[src/rtl/scd_pkg.sv]
`timescale 1ns / 1ps
package scd_pkg;

	localparam int DENOM_REGS     = 6;
	localparam int NUM_DENOMS_DEF = 6;
	localparam int AMT_W          = 20;
	localparam int STOCK_W        = 16;
	localparam int DENOM_W        = 16;
	localparam int SLOT_W         = 3;
	localparam int DIV_CNT_W      = $clog2(AMT_W);
	localparam int PROD_W         = AMT_W + DENOM_W;

	localparam logic [STOCK_W-1:0] RESTOCK_STEP = STOCK_W'(10);
	localparam logic [STOCK_W-1:0] STOCK_MAX    = '1;

	typedef enum logic [1:0] {
		REQ_CHANGE  = 2'd0,
		REQ_RESTOCK = 2'd1,
		REQ_LOAD    = 2'd2
	} req_t;

	typedef enum logic [2:0] {
		REG_DENOMS_IN_USE = 3'd0,
		REG_DENOM_0       = 3'd1,
		REG_DENOM_1       = 3'd2,
		REG_DENOM_2       = 3'd3,
		REG_DENOM_3       = 3'd4,
		REG_DENOM_4       = 3'd5,
		REG_DENOM_5       = 3'd6,
		REG_IGNORE_STOCK  = 3'd7
	} reg_idx_t;

	typedef struct packed {
		logic [SLOT_W-1:0]                   denoms_in_use;
		logic [DENOM_REGS-1:0][DENOM_W-1:0] denom;
		logic                                ignore_stock;
	} cfg_t;

	typedef struct packed {
		logic                restock;
		logic                load;
		logic [SLOT_W-1:0]   slot;
		logic [STOCK_W-1:0]  sval;
		logic                commit;
		logic                ignore_stock;
		logic                out_load;
		logic                out_shift;
	} cell_ctrl_t;

endpackage

[src/rtl/scd_cfg_regs.sv]
`timescale 1ns / 1ps
module scd_cfg_regs
	import scd_pkg::*;
(
	input  logic        clk,
	input  logic        arst_n,
	input  logic        psel,
	input  logic        penable,
	input  logic        pwrite,
	input  logic [4:0]  paddr,
	input  logic [31:0] pwdata,
	output logic [31:0] prdata,
	output logic        pready,
	output cfg_t        cfg
);

	cfg_t     cfg_q;
	reg_idx_t widx;
	logic     wr_en;

	assign widx   = reg_idx_t'(paddr[4:2]);
	assign wr_en  = psel && penable && pwrite;
	assign pready = 1'b1;
	assign cfg    = cfg_q;

	always_ff @(posedge clk or negedge arst_n) begin
		if (!arst_n) begin
			cfg_q.denoms_in_use <= 3'd6;
			cfg_q.denom[0]      <= 16'd50000;
			cfg_q.denom[1]      <= 16'd20000;
			cfg_q.denom[2]      <= 16'd10000;
			cfg_q.denom[3]      <= 16'd5000;
			cfg_q.denom[4]      <= 16'd2000;
			cfg_q.denom[5]      <= 16'd1000;
			cfg_q.ignore_stock  <= 1'b0;
		end else if (wr_en) begin
			unique case (widx)
				REG_DENOMS_IN_USE: cfg_q.denoms_in_use <= pwdata[SLOT_W-1:0];
				REG_DENOM_0:       cfg_q.denom[0] <= pwdata[DENOM_W-1:0];
				REG_DENOM_1:       cfg_q.denom[1] <= pwdata[DENOM_W-1:0];
				REG_DENOM_2:       cfg_q.denom[2] <= pwdata[DENOM_W-1:0];
				REG_DENOM_3:       cfg_q.denom[3] <= pwdata[DENOM_W-1:0];
				REG_DENOM_4:       cfg_q.denom[4] <= pwdata[DENOM_W-1:0];
				REG_DENOM_5:       cfg_q.denom[5] <= pwdata[DENOM_W-1:0];
				REG_IGNORE_STOCK:  cfg_q.ignore_stock <= pwdata[0];
				default:           cfg_q.ignore_stock <= cfg_q.ignore_stock;
			endcase
		end
	end

	always_comb begin
		prdata = '0;
		unique case (widx)
			REG_DENOMS_IN_USE: prdata = 32'(cfg_q.denoms_in_use);
			REG_DENOM_0:       prdata = 32'(cfg_q.denom[0]);
			REG_DENOM_1:       prdata = 32'(cfg_q.denom[1]);
			REG_DENOM_2:       prdata = 32'(cfg_q.denom[2]);
			REG_DENOM_3:       prdata = 32'(cfg_q.denom[3]);
			REG_DENOM_4:       prdata = 32'(cfg_q.denom[4]);
			REG_DENOM_5:       prdata = 32'(cfg_q.denom[5]);
			REG_IGNORE_STOCK:  prdata = 32'(cfg_q.ignore_stock);
			default:           prdata = '0;
		endcase
	end

endmodule

[config.mk]
export PLATFORM = sky130hd
export DESIGN_NAME = scd_cfg_regs
export DESIGN_NICKNAME = d
export VERILOG_FILES = /design/src/rtl/scd_pkg.sv /design/src/rtl/scd_cfg_regs.sv
export SDC_FILE = /design/constraint.sdc
export NUM_CORES = 1
export LEC_CHECK = 0
export ABC_AREA = 1
export BUFFER_PORTS_ARGS = -buffer_cell sky130_fd_sc_hd__buf_2
export CAP_MARGIN = 20
export CORE_AREA = 2 2 104 96
export CTS_CLUSTER_DIAMETER = 60
export DETAILED_ROUTE_END_ITERATION = 12
export DIE_AREA = 0 0 106 98
export GPL_ROUTABILITY_DRIVEN = 0
export GPL_TIMING_DRIVEN = 0
export PLACE_DENSITY = 0.95
export SLEW_MARGIN = 20
export SYNTH_ARGS = -nofsm -noshare
export SYNTH_HDL_FRONTEND = slang
export SYNTH_SLANG_ARGS = --single-unit
[constraint.sdc]
create_clock -name clk -period 6.1 [get_ports clk]
set_clock_uncertainty 0.1 [all_clocks]
set_input_delay 1.83 -clock clk [delete_from_list [all_inputs] [get_ports clk]]
set_output_delay 1.83 -clock clk [all_outputs]
set_load 0.005 [all_outputs]
==> flow_summary.yaml <==
clock_tree:
  clock_sinks: 100
  cts_resized: 0
  htreeDepth: 3
  clk_latency_ns: 0.36
  cts-root-buf: "clkbuf_8"
  hold_buffers: 0
  numCtsBuffers: 9
  post-cts-setup-buffers: 0
  clkTransAtPathRegs_ns: 0.10
  cts_buffer_depth: 2
  cts_tree: "yes"
placed_design:
  place_area_mm2: 0.00586
  port_buffers: 136
  dpl.hpwl_um: 10700
synth:
  synthCells: 595
  synth_seq_cells: 100
  avgSynthCellArea_um2: 8.30
  synth-main-ff-cell: "dfrtp_1"
  synthArstFlopShare_pct: 100
  syn_area_mm2: 0.00494
  ys_types: 26
  yosysWarnings: 0
  yosysSeqAreaShare_pct: 51.6
  synth_edf_count: 0
floorplan:
  io_pins: 175
  start_util_pct: 52.5
  rows: 34
  die_area_mm2: 0.0104
  die_y_um: 98
  core_mm2: 0.00940
  fp.dieW_um: 106
power:
  power.static_leakage_nw: 3.14
  totalPowerFinal_mw: 1.80
  ir_drop_uv: 193
  p_per_area_mw_per_mm2: 299
timing:
  timing.hold.ws_ns: 0.397
  slew_headroom_pct: 51.2
  period_minus_slack_ns: 5.12
  hold_viol: 0
  fin_crit_sh_pct: 84.0
  max_slew.worst_pin.slew_ns: 0.732
  rsz0062_at_grt: "no"
  tns_ns: 0
  finalMaxSlewViolations: 0
  setup_violations: 0
  fmax_mhz: 195
global_route:
  grt_use_total_pct: 30.0
  grt_antenna_before_repair: 0
  grt-ovfl-total: 0
  grt_pass1_vias: 4579
  grt_first_pass_wirelength_um: 23700
  grt_max_degree: 82
worst_setup_path:
  cpMostUsedCell: "buf_2"
  crit_type: "in2out"
  regToRegStartpoint: "cfg[88]"
  worst-endpoint-arrival_ns: 3.19
  worstSetupEndpointType: "output pin"
  required_ns: 4.17
  cp-start-kind: "primary input"
  path_max_fanout: 10
  cp_cell_sequence: "buf_6 -> inv_2 -> nand3_1 -> buf_2 -> o21ai_0 -> nand3b_1 -> buf_2"
  slowest_delay_ns: 0.39
  crit_path_start: "paddr[3]"
  worst_path_max_delay_cell: "buf_2"
finish:
  multi_input_area_mm2: 0.00183
  drive_gt1_share_pct: 33.6
  final_area_mm2: 0.00604
  fillers: 795
  n_antenna_cell: 0
  ff_latch_area_mm2: 0.00255
  nNetsFinal: 800
  area_growth_pct: 22.3
  largest_reg_flops: 100
hold_path:
  hold_class: "reg2reg"
  holdCritStartpoint: "cfg[43]"
routing:
  drc: 0
  drt-initial-drc-count: 334
  via_per_inst: 5.38
  via_count: 4783
  routedWlPerCell_um: 17.3
  ant_nets: 0
  drt-total-wl_um: 15300
  drt_pass1_iterations: 5
run_status:
  outcome: "finished clean"
run:
  drv_cap: 0
report_power, final:
group          internal [mW]  leakage, nW  total, mW  switching [mW]
sequential             0.839         1.17      0.945           0.105
combinational          0.210         1.90      0.464           0.254
clock                  0.159       0.0786      0.394           0.234
total                   1.21         3.14       1.80           0.593
area by class of cell:
class | count | share of cell area (%)
Buffer | 48 | 5.33
Clock buffer | 12 | 2.40
Clock inverter | 4 | 0.456
Inverter | 75 | 4.83
Multi-Input combinational cell | 387 | 30.4
Sequential cell | 100 | 42.2
Tap cell | 126 | 2.61
Timing Repair Buffer | 137 | 11.8
logic make-up after synthesis:
| family | share of synthesized area, % |
|---|---|
| AOI/OAI and AO/OA | 13.5 |
| buffers and inverters | 12.4 |
| DFF | 51.6 |
| other | 0.152 |
| and+or+nand+nor | 22.4 |
path summary, 6_finish.rpt:
kind | endpoint | slack [ns] | cells after the start
max | prdata[15] | 0.98 | 7
min | cfg[43] | 0.40 | 2
max reg2reg | cfg[88] | 5.16 | 2
min reg2reg | cfg[43] | 0.40 | 2
max in group asynchronous | cfg[10] | 4.02 | 2
min in group asynchronous | cfg[78] | 1.18 | 1
layout by cell type, fill, tap and decap left out, types with 2 or more instances in the layout:
master / instances
nand3_1: 22
inv_4: 2
buf_1: 3
buf_2: 149
clkbuf_1: 6
buf_6: 7
inv_1: 70
inv_2: 2
o21ai_2: 16
dfrtp_1: 65
buf_4: 21
clkinvlp_4: 3
nand3b_1: 8
conb_1: 17
dfstp_2: 35
nand3_4: 3
nor2_2: 3
nand4_1: 16
clkbuf_8: 10
a21oi_1: 30
nor2_1: 86
o21ai_0: 75
nand2_1: 107
cell usage after synthesis, types with 2 or more instances:
library cell	instances	area (um^2)
dfrtp_1	65	1630
nand2_1	107	402
nand3b_1	8	60.1
inv_2	2	7.51
nor2_2	3	18.8
inv_1	70	263
nor2_1	86	323
nand3_1	22	110
buf_6	6	67.6
o21ai_0	75	375
clkbuf_1	4	15.0
buf_2	14	70.1
conb_1	2	7.51
a21oi_1	30	150
o21ai_2	16	140
buf_4	21	158
nand3_4	3	52.6
dfstp_2	35	920
nand4_1	16	100
inv_4	2	12.5
buf_1	3	11.3
stage by stage:
stage          utilization, %  worst slack (ns)  std cells
2_1_floorplan               -              1.55        610
3_3_place_gp             62.0              1.05        872
3_5_place_dp             62.4              1.02        873
4_1_cts                  64.2              1.02        889
5_1_grt                  64.2             0.875        889
6_report                 64.2             0.976        889
worst max-delay path: cells and delay by family:
family	cells	cell delay, ns
AOI/OAI and AO/OA	1	0.13
buffers and inverters	4	0.76
and+or+nand+nor	2	0.46
layer usage:
| metal | global-route usage, % | vias up | wire length [um] | part of all wire [%] |
|---|---|---|---|---|
| met5 | 0 | - | 0 | 0 |
| met4 | 13.8 | 0 | 467 | 3.0 |
| met3 | 8.01 | 45 | 1620 | 11 |
| met2 | 46.9 | 311 | 7130 | 46 |
| met1 | 39.4 | 2236 | 6130 | 40 |
| li1 | - | 2191 | - | - |
Note: power is estimated with default switching activity, not from simulation.
