==> src/rtl/scd_pkg.sv <==
`timescale 1ns / 1ps
package scd_pkg;

	localparam int DENOM_REGS     = 6;
	localparam int NUM_DENOMS_DEF = 6;
	localparam int AMT_W          = 20;
	localparam int STOCK_W        = 16;
	localparam int DENOM_W        = 16;
	localparam int SLOT_W         = 3;
	localparam int DIV_CNT_W      = $clog2(AMT_W);
	localparam int PROD_W         = AMT_W + DENOM_W;

	localparam logic [STOCK_W-1:0] RESTOCK_STEP = STOCK_W'(10);
	localparam logic [STOCK_W-1:0] STOCK_MAX    = '1;

	typedef enum logic [1:0] {
		REQ_CHANGE  = 2'd0,
		REQ_RESTOCK = 2'd1,
		REQ_LOAD    = 2'd2
	} req_t;

	typedef enum logic [2:0] {
		REG_DENOMS_IN_USE = 3'd0,
		REG_DENOM_0       = 3'd1,
		REG_DENOM_1       = 3'd2,
		REG_DENOM_2       = 3'd3,
		REG_DENOM_3       = 3'd4,
		REG_DENOM_4       = 3'd5,
		REG_DENOM_5       = 3'd6,
		REG_IGNORE_STOCK  = 3'd7
	} reg_idx_t;

	typedef struct packed {
		logic [SLOT_W-1:0]                   denoms_in_use;
		logic [DENOM_REGS-1:0][DENOM_W-1:0] denom;
		logic                                ignore_stock;
	} cfg_t;

	typedef struct packed {
		logic                restock;
		logic                load;
		logic [SLOT_W-1:0]   slot;
		logic [STOCK_W-1:0]  sval;
		logic                commit;
		logic                ignore_stock;
		logic                out_load;
		logic                out_shift;
	} cell_ctrl_t;

endpackage

==> src/rtl/scd_cell.sv <==
`timescale 1ns / 1ps
module scd_cell
	import scd_pkg::*;
#(
	parameter int IDX = 0
) (
	input  logic               clk,
	input  logic               arst_n,
	input  cell_ctrl_t         ctrl,
	input  logic               active,
	input  logic [DENOM_W-1:0] denom,
	input  logic               start_in,
	input  logic [AMT_W-1:0]   rem_in,
	output logic               start_out,
	output logic [AMT_W-1:0]   rem_out,
	input  logic [AMT_W-1:0]   sh_take_in,
	input  logic [STOCK_W-1:0] sh_stock_in,
	output logic [AMT_W-1:0]   sh_take_out,
	output logic [STOCK_W-1:0] sh_stock_out
);

	typedef enum logic [1:0] {
		C_IDLE,
		C_DIV,
		C_CLAMP,
		C_SUB
	} cstate_t;

	cstate_t              state_q;
	logic [DIV_CNT_W-1:0] cnt_q;
	logic [AMT_W-1:0]     dvd_q;
	logic [DENOM_W-1:0]   prem_q;
	logic [AMT_W-1:0]     rem_q;
	logic [AMT_W-1:0]     take_q;
	logic [AMT_W-1:0]     rem_out_q;
	logic                 done_q;
	logic [STOCK_W-1:0]   stock_q;
	logic [AMT_W-1:0]     sh_take_q;
	logic [STOCK_W-1:0]   sh_stock_q;

	logic [DENOM_W:0]     trial;
	logic                 fits;
	logic [DENOM_W:0]     prem_nx;
	logic [AMT_W-1:0]     stock_ext;
	logic [PROD_W-1:0]    prod;
	logic [STOCK_W:0]     restock_sum;

	// one restoring division step per cycle
	assign trial     = {prem_q, dvd_q[AMT_W-1]};
	assign fits      = trial >= {1'b0, denom};
	assign prem_nx   = fits ? (trial - {1'b0, denom}) : trial;
	assign stock_ext = AMT_W'(stock_q);
	assign prod      = PROD_W'(take_q) * PROD_W'(denom);
	assign restock_sum = {1'b0, stock_q} + {1'b0, RESTOCK_STEP};

	assign start_out    = done_q;
	assign rem_out      = rem_out_q;
	assign sh_take_out  = sh_take_q;
	assign sh_stock_out = sh_stock_q;

	always_ff @(posedge clk or negedge arst_n) begin
		if (!arst_n) begin
			state_q <= C_IDLE;
			done_q  <= 1'b0;
			cnt_q   <= '0;
		end else begin
			done_q <= 1'b0;
			unique case (state_q)
				C_IDLE: begin
					if (start_in) begin
						if (!active || denom == '0) begin
							take_q    <= '0;
							rem_out_q <= rem_in;
							done_q    <= 1'b1;
						end else begin
							dvd_q   <= rem_in;
							rem_q   <= rem_in;
							prem_q  <= '0;
							cnt_q   <= '0;
							state_q <= C_DIV;
						end
					end
				end
				C_DIV: begin
					dvd_q  <= {dvd_q[AMT_W-2:0], fits};
					prem_q <= prem_nx[DENOM_W-1:0];
					cnt_q  <= cnt_q + 1'b1;
					if (cnt_q == DIV_CNT_W'(AMT_W - 1)) begin
						state_q <= C_CLAMP;
					end
				end
				C_CLAMP: begin
					if (!ctrl.ignore_stock && dvd_q > stock_ext) begin
						take_q <= stock_ext;
					end else begin
						take_q <= dvd_q;
					end
					state_q <= C_SUB;
				end
				C_SUB: begin
					// take * denom never exceeds the remaining amount
					rem_out_q <= rem_q - prod[AMT_W-1:0];
					done_q    <= 1'b1;
					state_q   <= C_IDLE;
				end
				default: state_q <= C_IDLE;
			endcase
		end
	end

	always_ff @(posedge clk or negedge arst_n) begin
		if (!arst_n) begin
			stock_q <= '0;
		end else begin
			priority if (ctrl.restock) begin
				stock_q <= restock_sum[STOCK_W] ? STOCK_MAX : restock_sum[STOCK_W-1:0];
			end else if (ctrl.load && ctrl.slot == SLOT_W'(IDX)) begin
				stock_q <= ctrl.sval;
			end else if (ctrl.commit) begin
				stock_q <= stock_q - take_q[STOCK_W-1:0];
			end
		end
	end

	always_ff @(posedge clk) begin
		priority if (ctrl.out_load) begin
			sh_take_q  <= take_q;
			sh_stock_q <= stock_q;
		end else if (ctrl.out_shift) begin
			sh_take_q  <= sh_take_in;
			sh_stock_q <= sh_stock_in;
		end
	end

endmodule

==> config.mk <==
export PLATFORM = sky130hd
export DESIGN_NAME = scd_cell
export DESIGN_NICKNAME = d
export VERILOG_FILES = /design/src/rtl/scd_pkg.sv /design/src/rtl/scd_cell.sv
export SDC_FILE = /design/constraint.sdc
export NUM_CORES = 1
export LEC_CHECK = 0
export BUFFER_PORTS_ARGS = -buffer_cell sky130_fd_sc_hd__clkbuf_2
export CAP_MARGIN = 0
export CORE_ASPECT_RATIO = 0.9
export CORE_MARGIN = 2
export CORE_UTILIZATION = 56
export DETAILED_ROUTE_END_ITERATION = 10
export PLACE_DENSITY = 0.76
export SYNTH_ARGS = -nofsm -noshare
export SYNTH_HDL_FRONTEND = slang
export SYNTH_SLANG_ARGS = --single-unit
==> constraint.sdc <==
create_clock -name clk -period 17 [get_ports clk]
set_clock_uncertainty 0.2 [all_clocks]
set_input_delay 3.4 -clock clk [delete_from_list [all_inputs] [get_ports clk]]
set_output_delay 3.4 -clock clk [all_outputs]
set_load 0.05 [all_outputs]
==> metrics.csv, run 1 <==
stage,metric,value,unit
cts,later-pin clock latency in the skew report,440,ps
synthesis,Post-synth EDFFs,132,
die,io pins,158,
synthesis,Synth async-reset ratio,0.154,
grt,GR Overflow Total,0,
timing,Slew HR,0.154,
route,initial DRC count,1145,
synthesis,area share of fa/ha/maj cells after synthesis,0.292,
die,starting density of the core,0.574,
grt,Tot GR Track Use,0.299,
synthesis,simple-gate share of the synthesized area,0.135,
place,global placement routability congestion,0.999,
min_path,Hold Crit Depth,1,
synthesis,XOR/XNOR Fraction of Synth Area,0.0411,
final_layout,Syn-to-layout area delta,10.6,%
die,die extent in y,162,um
cts,CTS resizes,0,
route,DRC Markers,0,
timing,Worst-Margin Slew,1270,ps
timing,fin crit period,9390,ps
synthesis,register area share after synthesis,0.292,
synthesis,post-synthesis mux area share,0.0594,
timing,setup ws final,7610,ps
cts,CTS buffer count,17,
timing,Tcrit/Tclk final,0.553,
die,Core ar.,27200,um2
final_layout,"commonest non-fill, non-tap cell in the layout",inv_1,
place,PortBufs,157,
synthesis,yosys warns,0,
run_status,run status,"finished, final reports clean",
critical_path,crit path DAT,9390,ps
final_layout,Final nets,2096,
die,Die W,180,um
critical_path,highest-delay cell along the critical path,fa_1,
critical_path,CP endpoint kind,register,
final_layout,fill cell count,2206,
route,Post-DRT Antenna Nets,0,
final_layout,most frequent cells in the layout,"inv_1, nor2_1, fa_1",
timing,Fin Setup TNS,0,ps
synthesis,Compound-Gate Fraction of Synth Area,0.0991,
critical_path,Startpoint Class,input port,
critical_path,CP Class,input port to register,
timing,RSZ-0062 raised after global routing,no,
critical_path,data required time at the worst endpoint,16990,ps
cts,Root Buffer,clkbuf_16,
synthesis,largest family of logic cells by synthesized area,adder cells,
grt,initial antenna violation count,2,
timing,Max Fclk,0.106,GHz
min_path,Min-Delay Path Class,register to register,
die,die area,29200,um2
die,row count,57,
route,vias per inst,5.94,
cts,postcts setup bufs,0,
critical_path,Reg2Reg Depth,20,
route,total number of vias,12400,
critical_path,"slowest stage delay, CP",530,ps
place,pre-CTS setup slack,7270,ps
cts,CTS Buffer Depth,2,
synthesis,number of library cell types mapped by synthesis,77,
synthesis,Post-Syn Area,15600,um2
final_layout,share of cells above drive strength 1,0.160,
cts,TritonCTS clock tree,yes,
route,total routed wirelength,43200,um
critical_path,Worst Path Max Fanout,14,
route,wire length per cell,20.6,um
synthesis,top_reg_cell synth,edfxtp_1,
timing,endpoints failing hold,0,
timing,Final Max Slew Viols,0,
cts,"CTS clk-pin slew, worst paths",70,ps
synthesis,Syn Inst Count,1603,
grt,pin count of the biggest net entering global routing,55,
critical_path,CP Cell Sequence,"clkbuf_2, inv_1, nor2_1, fa_1, fa_1, fa_1, inv_1, fa_1, fa_1, inv_1, fa_1, inv_1, ha_1, a21o_1, a21o_1, nor3_1, a21oi_2, a211oi_1, o21ai_1, xor2_1, mux2_2",
synthesis,Mapped Nets,1973,
synthesis,Post-Syn Area per Cell,9.73,um2
route,drt pass-1 iters,6,
cts,Max H-tree Level,4,
run,total of max-cap violations,0,
synthesis,Yosys reg bits,156,
grt,vias in the first global route,12500,
cts,hold-fix buffer count after cts,0,
place,DP HPWL,33600,um
grt,first-pass GRT wire length,67300,um
critical_path,cell mode on critical path,fa_1,
cts,clock sink count,156,
timing,final setup fails,0,
[per-stage QoR]
stage | utilization | hold WS, ps | cell area (um2) | instances
3_5_place_dp | 0.613 | 315 | 16700 | 2061
3_3_place_gp | 0.613 | 298 | 16700 | 2061
5_1_grt | 0.635 | 365 | 17300 | 2094
6_report | 0.635 | 336 | 17300 | 2094
2_1_floorplan | - | 278 | 15600 | 1603
4_1_cts | 0.635 | 323 | 17300 | 2093
[area by class of cell]
| cell class | count | area, um2 | share of cell area |
|---|---|---|---|
| multi-input combinational | 1118 | 9800 | 0.567 |
| clock buffer | 19 | 433 | 0.0251 |
| inverter | 267 | 1000 | 0.0580 |
| antenna | 1 | 2.50 | 0.000145 |
| clock inverter | 13 | 173 | 0.0100 |
| timing repair buffer | 166 | 853 | 0.0494 |
| tap | 354 | 443 | 0.0257 |
| sequential | 156 | 4560 | 0.264 |
[cell families (layout without fill, tap and decap cells)]
family                   count (synthesis)  in the layout
XOR/XNOR                                70             70
AND/OR/NAND/NOR                        467            467
adder cells (fa/ha/maj)                269            269
buffers and inverters                  329            465
other                                    0              1
multiplexers                            84             84
flip-flops                             156            156
AO/OA/AOI/OAI                          228            228
[Yosys cell counts (21+ instances only)]
library cell / n / area, um2
nand2_1: 156 / 586
mux2_2: 69 / 777
a31oi_1: 26 / 163
a21oi_1: 53 / 265
edfxtp_1: 132 / 3960
and2_1: 27 / 169
nor2b_1: 21 / 131
fa_1: 158 / 3160
nand4_1: 28 / 175
dfrtp_1: 24 / 601
o21ai_0: 24 / 120
nor2_1: 161 / 604
clkbuf_1: 48 / 180
ha_1: 111 / 1390
xnor2_1: 49 / 429
inv_1: 259 / 972
[flip-flops by register name, summed over array words and instances (netlist names)]
register      cells
rem_q            20
sh_stock_out     16
rem_out          20
cnt_q             5
dvd_q            20
stock_q          16
prem_q           16
sh_take_out      20
start_out         1
take_q           20
state_q           2
[critical path, delay by kind of cell]
family          cells  cell delay [ps]
simple gates        2              320
fa+ha+maj           7             3480
xor+xnor            1              160
buf+inv             5              800
mux                 1              270
compound gates      5              950
[metal layers]
layer / track usage / share of wire / vias up
li1: - / - / 5589
met1: 0.380 / 0.39 / 6094
met2: 0.493 / 0.48 / 616
met3: 0.0700 / 0.089 / 131
met4: 0.130 / 0.044 / 2
met5: 0 / 0.00039 / -
[final timing paths]
check	start	end	slack, ps
setup / recovery	denom[1]	rem_out[17]$_DFFE_PP_	7610
max in group asynchronous	arst_n	cnt_q[3]$_DFFE_PN0P_	13290
setup reg to reg	take_q[1]$_SDFFCE_PN0P_	rem_out[17]$_DFFE_PP_	9750
hold reg to reg	cnt_q[0]$_DFFE_PN0P_	cnt_q[0]$_DFFE_PN0P_	340
min in group asynchronous	arst_n	stock_q[0]$_DFFE_PN0P_	2820
hold / removal	cnt_q[0]$_DFFE_PN0P_	cnt_q[0]$_DFFE_PN0P_	340
Power of run 1 is not shown: default switching activity piles up to over one toggle a cycle in this logic, so the estimate is an artifact.
==> run 2: changes to the inputs <==
Settings changed: ABC_AREA set to 1.
Clock period 17 ns to 9.35 ns, I/O delays scaled along.
==> run 2 against run 1 <==
Net effect: design area rose by 4.3%; synthesized area rose by 5.2%; non-clock buffer count did not move; synthesized cell count rose by 30%; wire length rose by 6.3%; via count rose by 13%; global-route usage rose by 0.64 points; critical path type unchanged.
==> metrics.csv, run 2 <==
stage,metric,value,unit
timing,Max Fclk,0.134,GHz
die,Core ar.,28900,um2
min_path,min-delay src,cnt_q[1]$_DFFE_PN0P_,
cts,"CTS clk-pin slew, worst paths",70,ps
grt,vias in the first global route,13600,
grt,initial antenna violation count,0,
grt,pin count of the biggest net entering global routing,60,
timing,final setup fails,0,
synthesis,Syn Inst Count,2082,
die,Die W,185,um
synthesis,Post-Syn Area,16400,um2
final_layout,diodes inserted,0,
synthesis,dominant cells by area after synthesis,"edfxtp_1, fa_1, nand2_1",
critical_path,Worst Path Max Fanout,22,
synthesis,Mapped Nets,2452,
timing,fin crit period,7470,ps
critical_path,Startpoint Class,input port,
critical_path,R2R Setup Slk,2980,ps
critical_path,CP Class,input port to register,
cts,CTS Buffer Depth,2,
timing,endpoints failing hold,0,
route,wire length per cell,17.7,um
synthesis,share of the synthesized area in the top cell type,0.241,
cts,Max H-tree Level,4,
critical_path,worst setup path endpoint,rem_out[18]$_DFFE_PP_,
synthesis,Yosys reg bits,156,
final_layout,Syn-to-layout area delta,9.64,%
final_layout,most frequent cells in the layout,"nand2_1, inv_1, fa_1",
cts,later-pin clock latency in the skew report,450,ps
route,total routed wirelength,45900,um
route,initial DRC count,1436,
synthesis,register area share after synthesis,0.278,
min_path,Hold Crit Depth,2,
synthesis,most common library cells after synthesis,"nand2_1, inv_1, fa_1, edfxtp_1, nor2_1",
critical_path,crit path DAT,7440,ps
critical_path,Reg2Reg Depth,25,
synthesis,top_reg_cell synth,edfxtp_1,
grt,Tot GR Track Use,0.305,
place,global placement routability congestion,0.932,
route,vias per inst,5.39,
cts,TritonCTS clock tree,yes,
final_layout,"commonest non-fill, non-tap cell in the layout",nand2_1,
synthesis,Synth async-reset ratio,0.154,
critical_path,Critical Path Start,denom[1],
die,io pins,158,
timing,Worst-Margin Slew,1020,ps
grt,GR Overflow Total,0,
die,die area,30700,um2
synthesis,"count leader, synth",nand2_1,
cts,postcts setup bufs,0,
synthesis,Post-synth EDFFs,132,
timing,Fin Setup TNS,0,ps
cts,clock sink count,156,
grt,first-pass GRT wire length,72300,um
synthesis,post-synth top area cell,edfxtp_1,
timing,Slew HR,0.318,
die,starting density of the core,0.569,
critical_path,CP endpoint kind,register,
timing,RSZ-0062 raised after global routing,no,
run,total of max-cap violations,0,
place,DP HPWL,35700,um
timing,Tcrit/Tclk final,0.799,
synthesis,Post-Syn Area per Cell,7.89,um2
synthesis,yosys warns,0,
cts,CTS buffer count,17,
final_layout,share of cells above drive strength 1,0.108,
cts,Root Buffer,clkbuf_16,
place,PortBufs,157,
route,DRC Markers,0,
critical_path,reg-to-reg startpoint,take_q[6]$_SDFFCE_PN0P_,
die,die extent in y,166,um
critical_path,data required time at the worst endpoint,9320,ps
route,drt pass-1 iters,8,
run_status,run status,"finished, final reports clean",
critical_path,critical register-to-register path endpoint,rem_out[17]$_DFFE_PP_,
timing,Final Max Slew Viols,0,
route,Post-DRT Antenna Nets,0,
min_path,Min-Delay Path Class,register to register,
route,total number of vias,14000,
synthesis,number of library cell types mapped by synthesis,52,
final_layout,Final nets,2556,
final_layout,Layout Utilization,0.624,
cts,hold-fix buffer count after cts,0,
die,row count,59,
cts,CTS resizes,0,
[run 2: layer usage]
metal / share of wire / track usage / vias to the layer above
li1: - / - / 6626
met1: 0.42 / 0.436 / 6651
met2: 0.47 / 0.481 / 628
met3: 0.092 / 0.0490 / 81
met4: 0.024 / 0.0911 / 0
met5: 0 / 0 / -
[run 2: per-stage QoR]
| step | instance area, um2 | hold slack [ps] | worst slack (ps) | std cells |
|---|---|---|---|---|
| floorplan | 16400 | 268 | 2020 | 2082 |
| global placement | 17400 | 285 | 1630 | 2563 |
| detailed placement | 17400 | 291 | 1480 | 2563 |
| CTS | 18000 | 308 | 1940 | 2595 |
| global route | 18000 | 345 | 1600 | 2595 |
| finish | 18000 | 308 | 1880 | 2595 |
[run 2: critical path: stages]
cell and delay [ps]:
clkbuf_2 520, nand2_1 170, fa_1 570, inv_1 50
fa_1 530, inv_1 60, fa_1 480, fa_1 510
fa_1 520, inv_1 60, fa_1 490, inv_1 50
ha_1 350, inv_1 110, nor3_1 240, nor3b_1 320
nand4_1 190, nand3_1 120, nand2_1 50, nand3_1 50
o21ai_0 90
[run 2: cells by family (layout without fill, tap and decap cells)]
family                     after synthesis  in the layout  synth area share
buffers and inverters                  556            673             0.132
AOI/OAI and AO/OA                      264            264            0.0887
adders and majority gates              269            269             0.277
and+or+nand+nor                        791            791             0.199
xor gates and xnor gates                45             45            0.0245
DFF                                    156            156             0.278
muxes                                    1              1          0.000686
[run 2: worst min-delay path by stage]
stage | to | slack [ps]
final | cnt_q[1]$_DFFE_PN0P_ | 310
after CTS | cnt_q[1]$_DFFE_PN0P_ | 310
after floorplan | cnt_q[1]$_DFFE_PN0P_ | 270
after global routing | cnt_q[1]$_DFFE_PN0P_ | 340
after detailed placement | cnt_q[1]$_DFFE_PN0P_ | 290
after global placement | cnt_q[1]$_DFFE_PN0P_ | 290
[run 2: final cells by class]
cell class                      count  area, um2
Sequential cell                   156       4560
Clock inverter                     14        171
Timing Repair Buffer              166        853
Clock buffer                       18        429
Inverter                          475       1780
Fill cell                        2476      10900
Tap cell                          396        495
Multi-Input combinational cell   1370       9710
Power of run 2 is left out for the same reason.
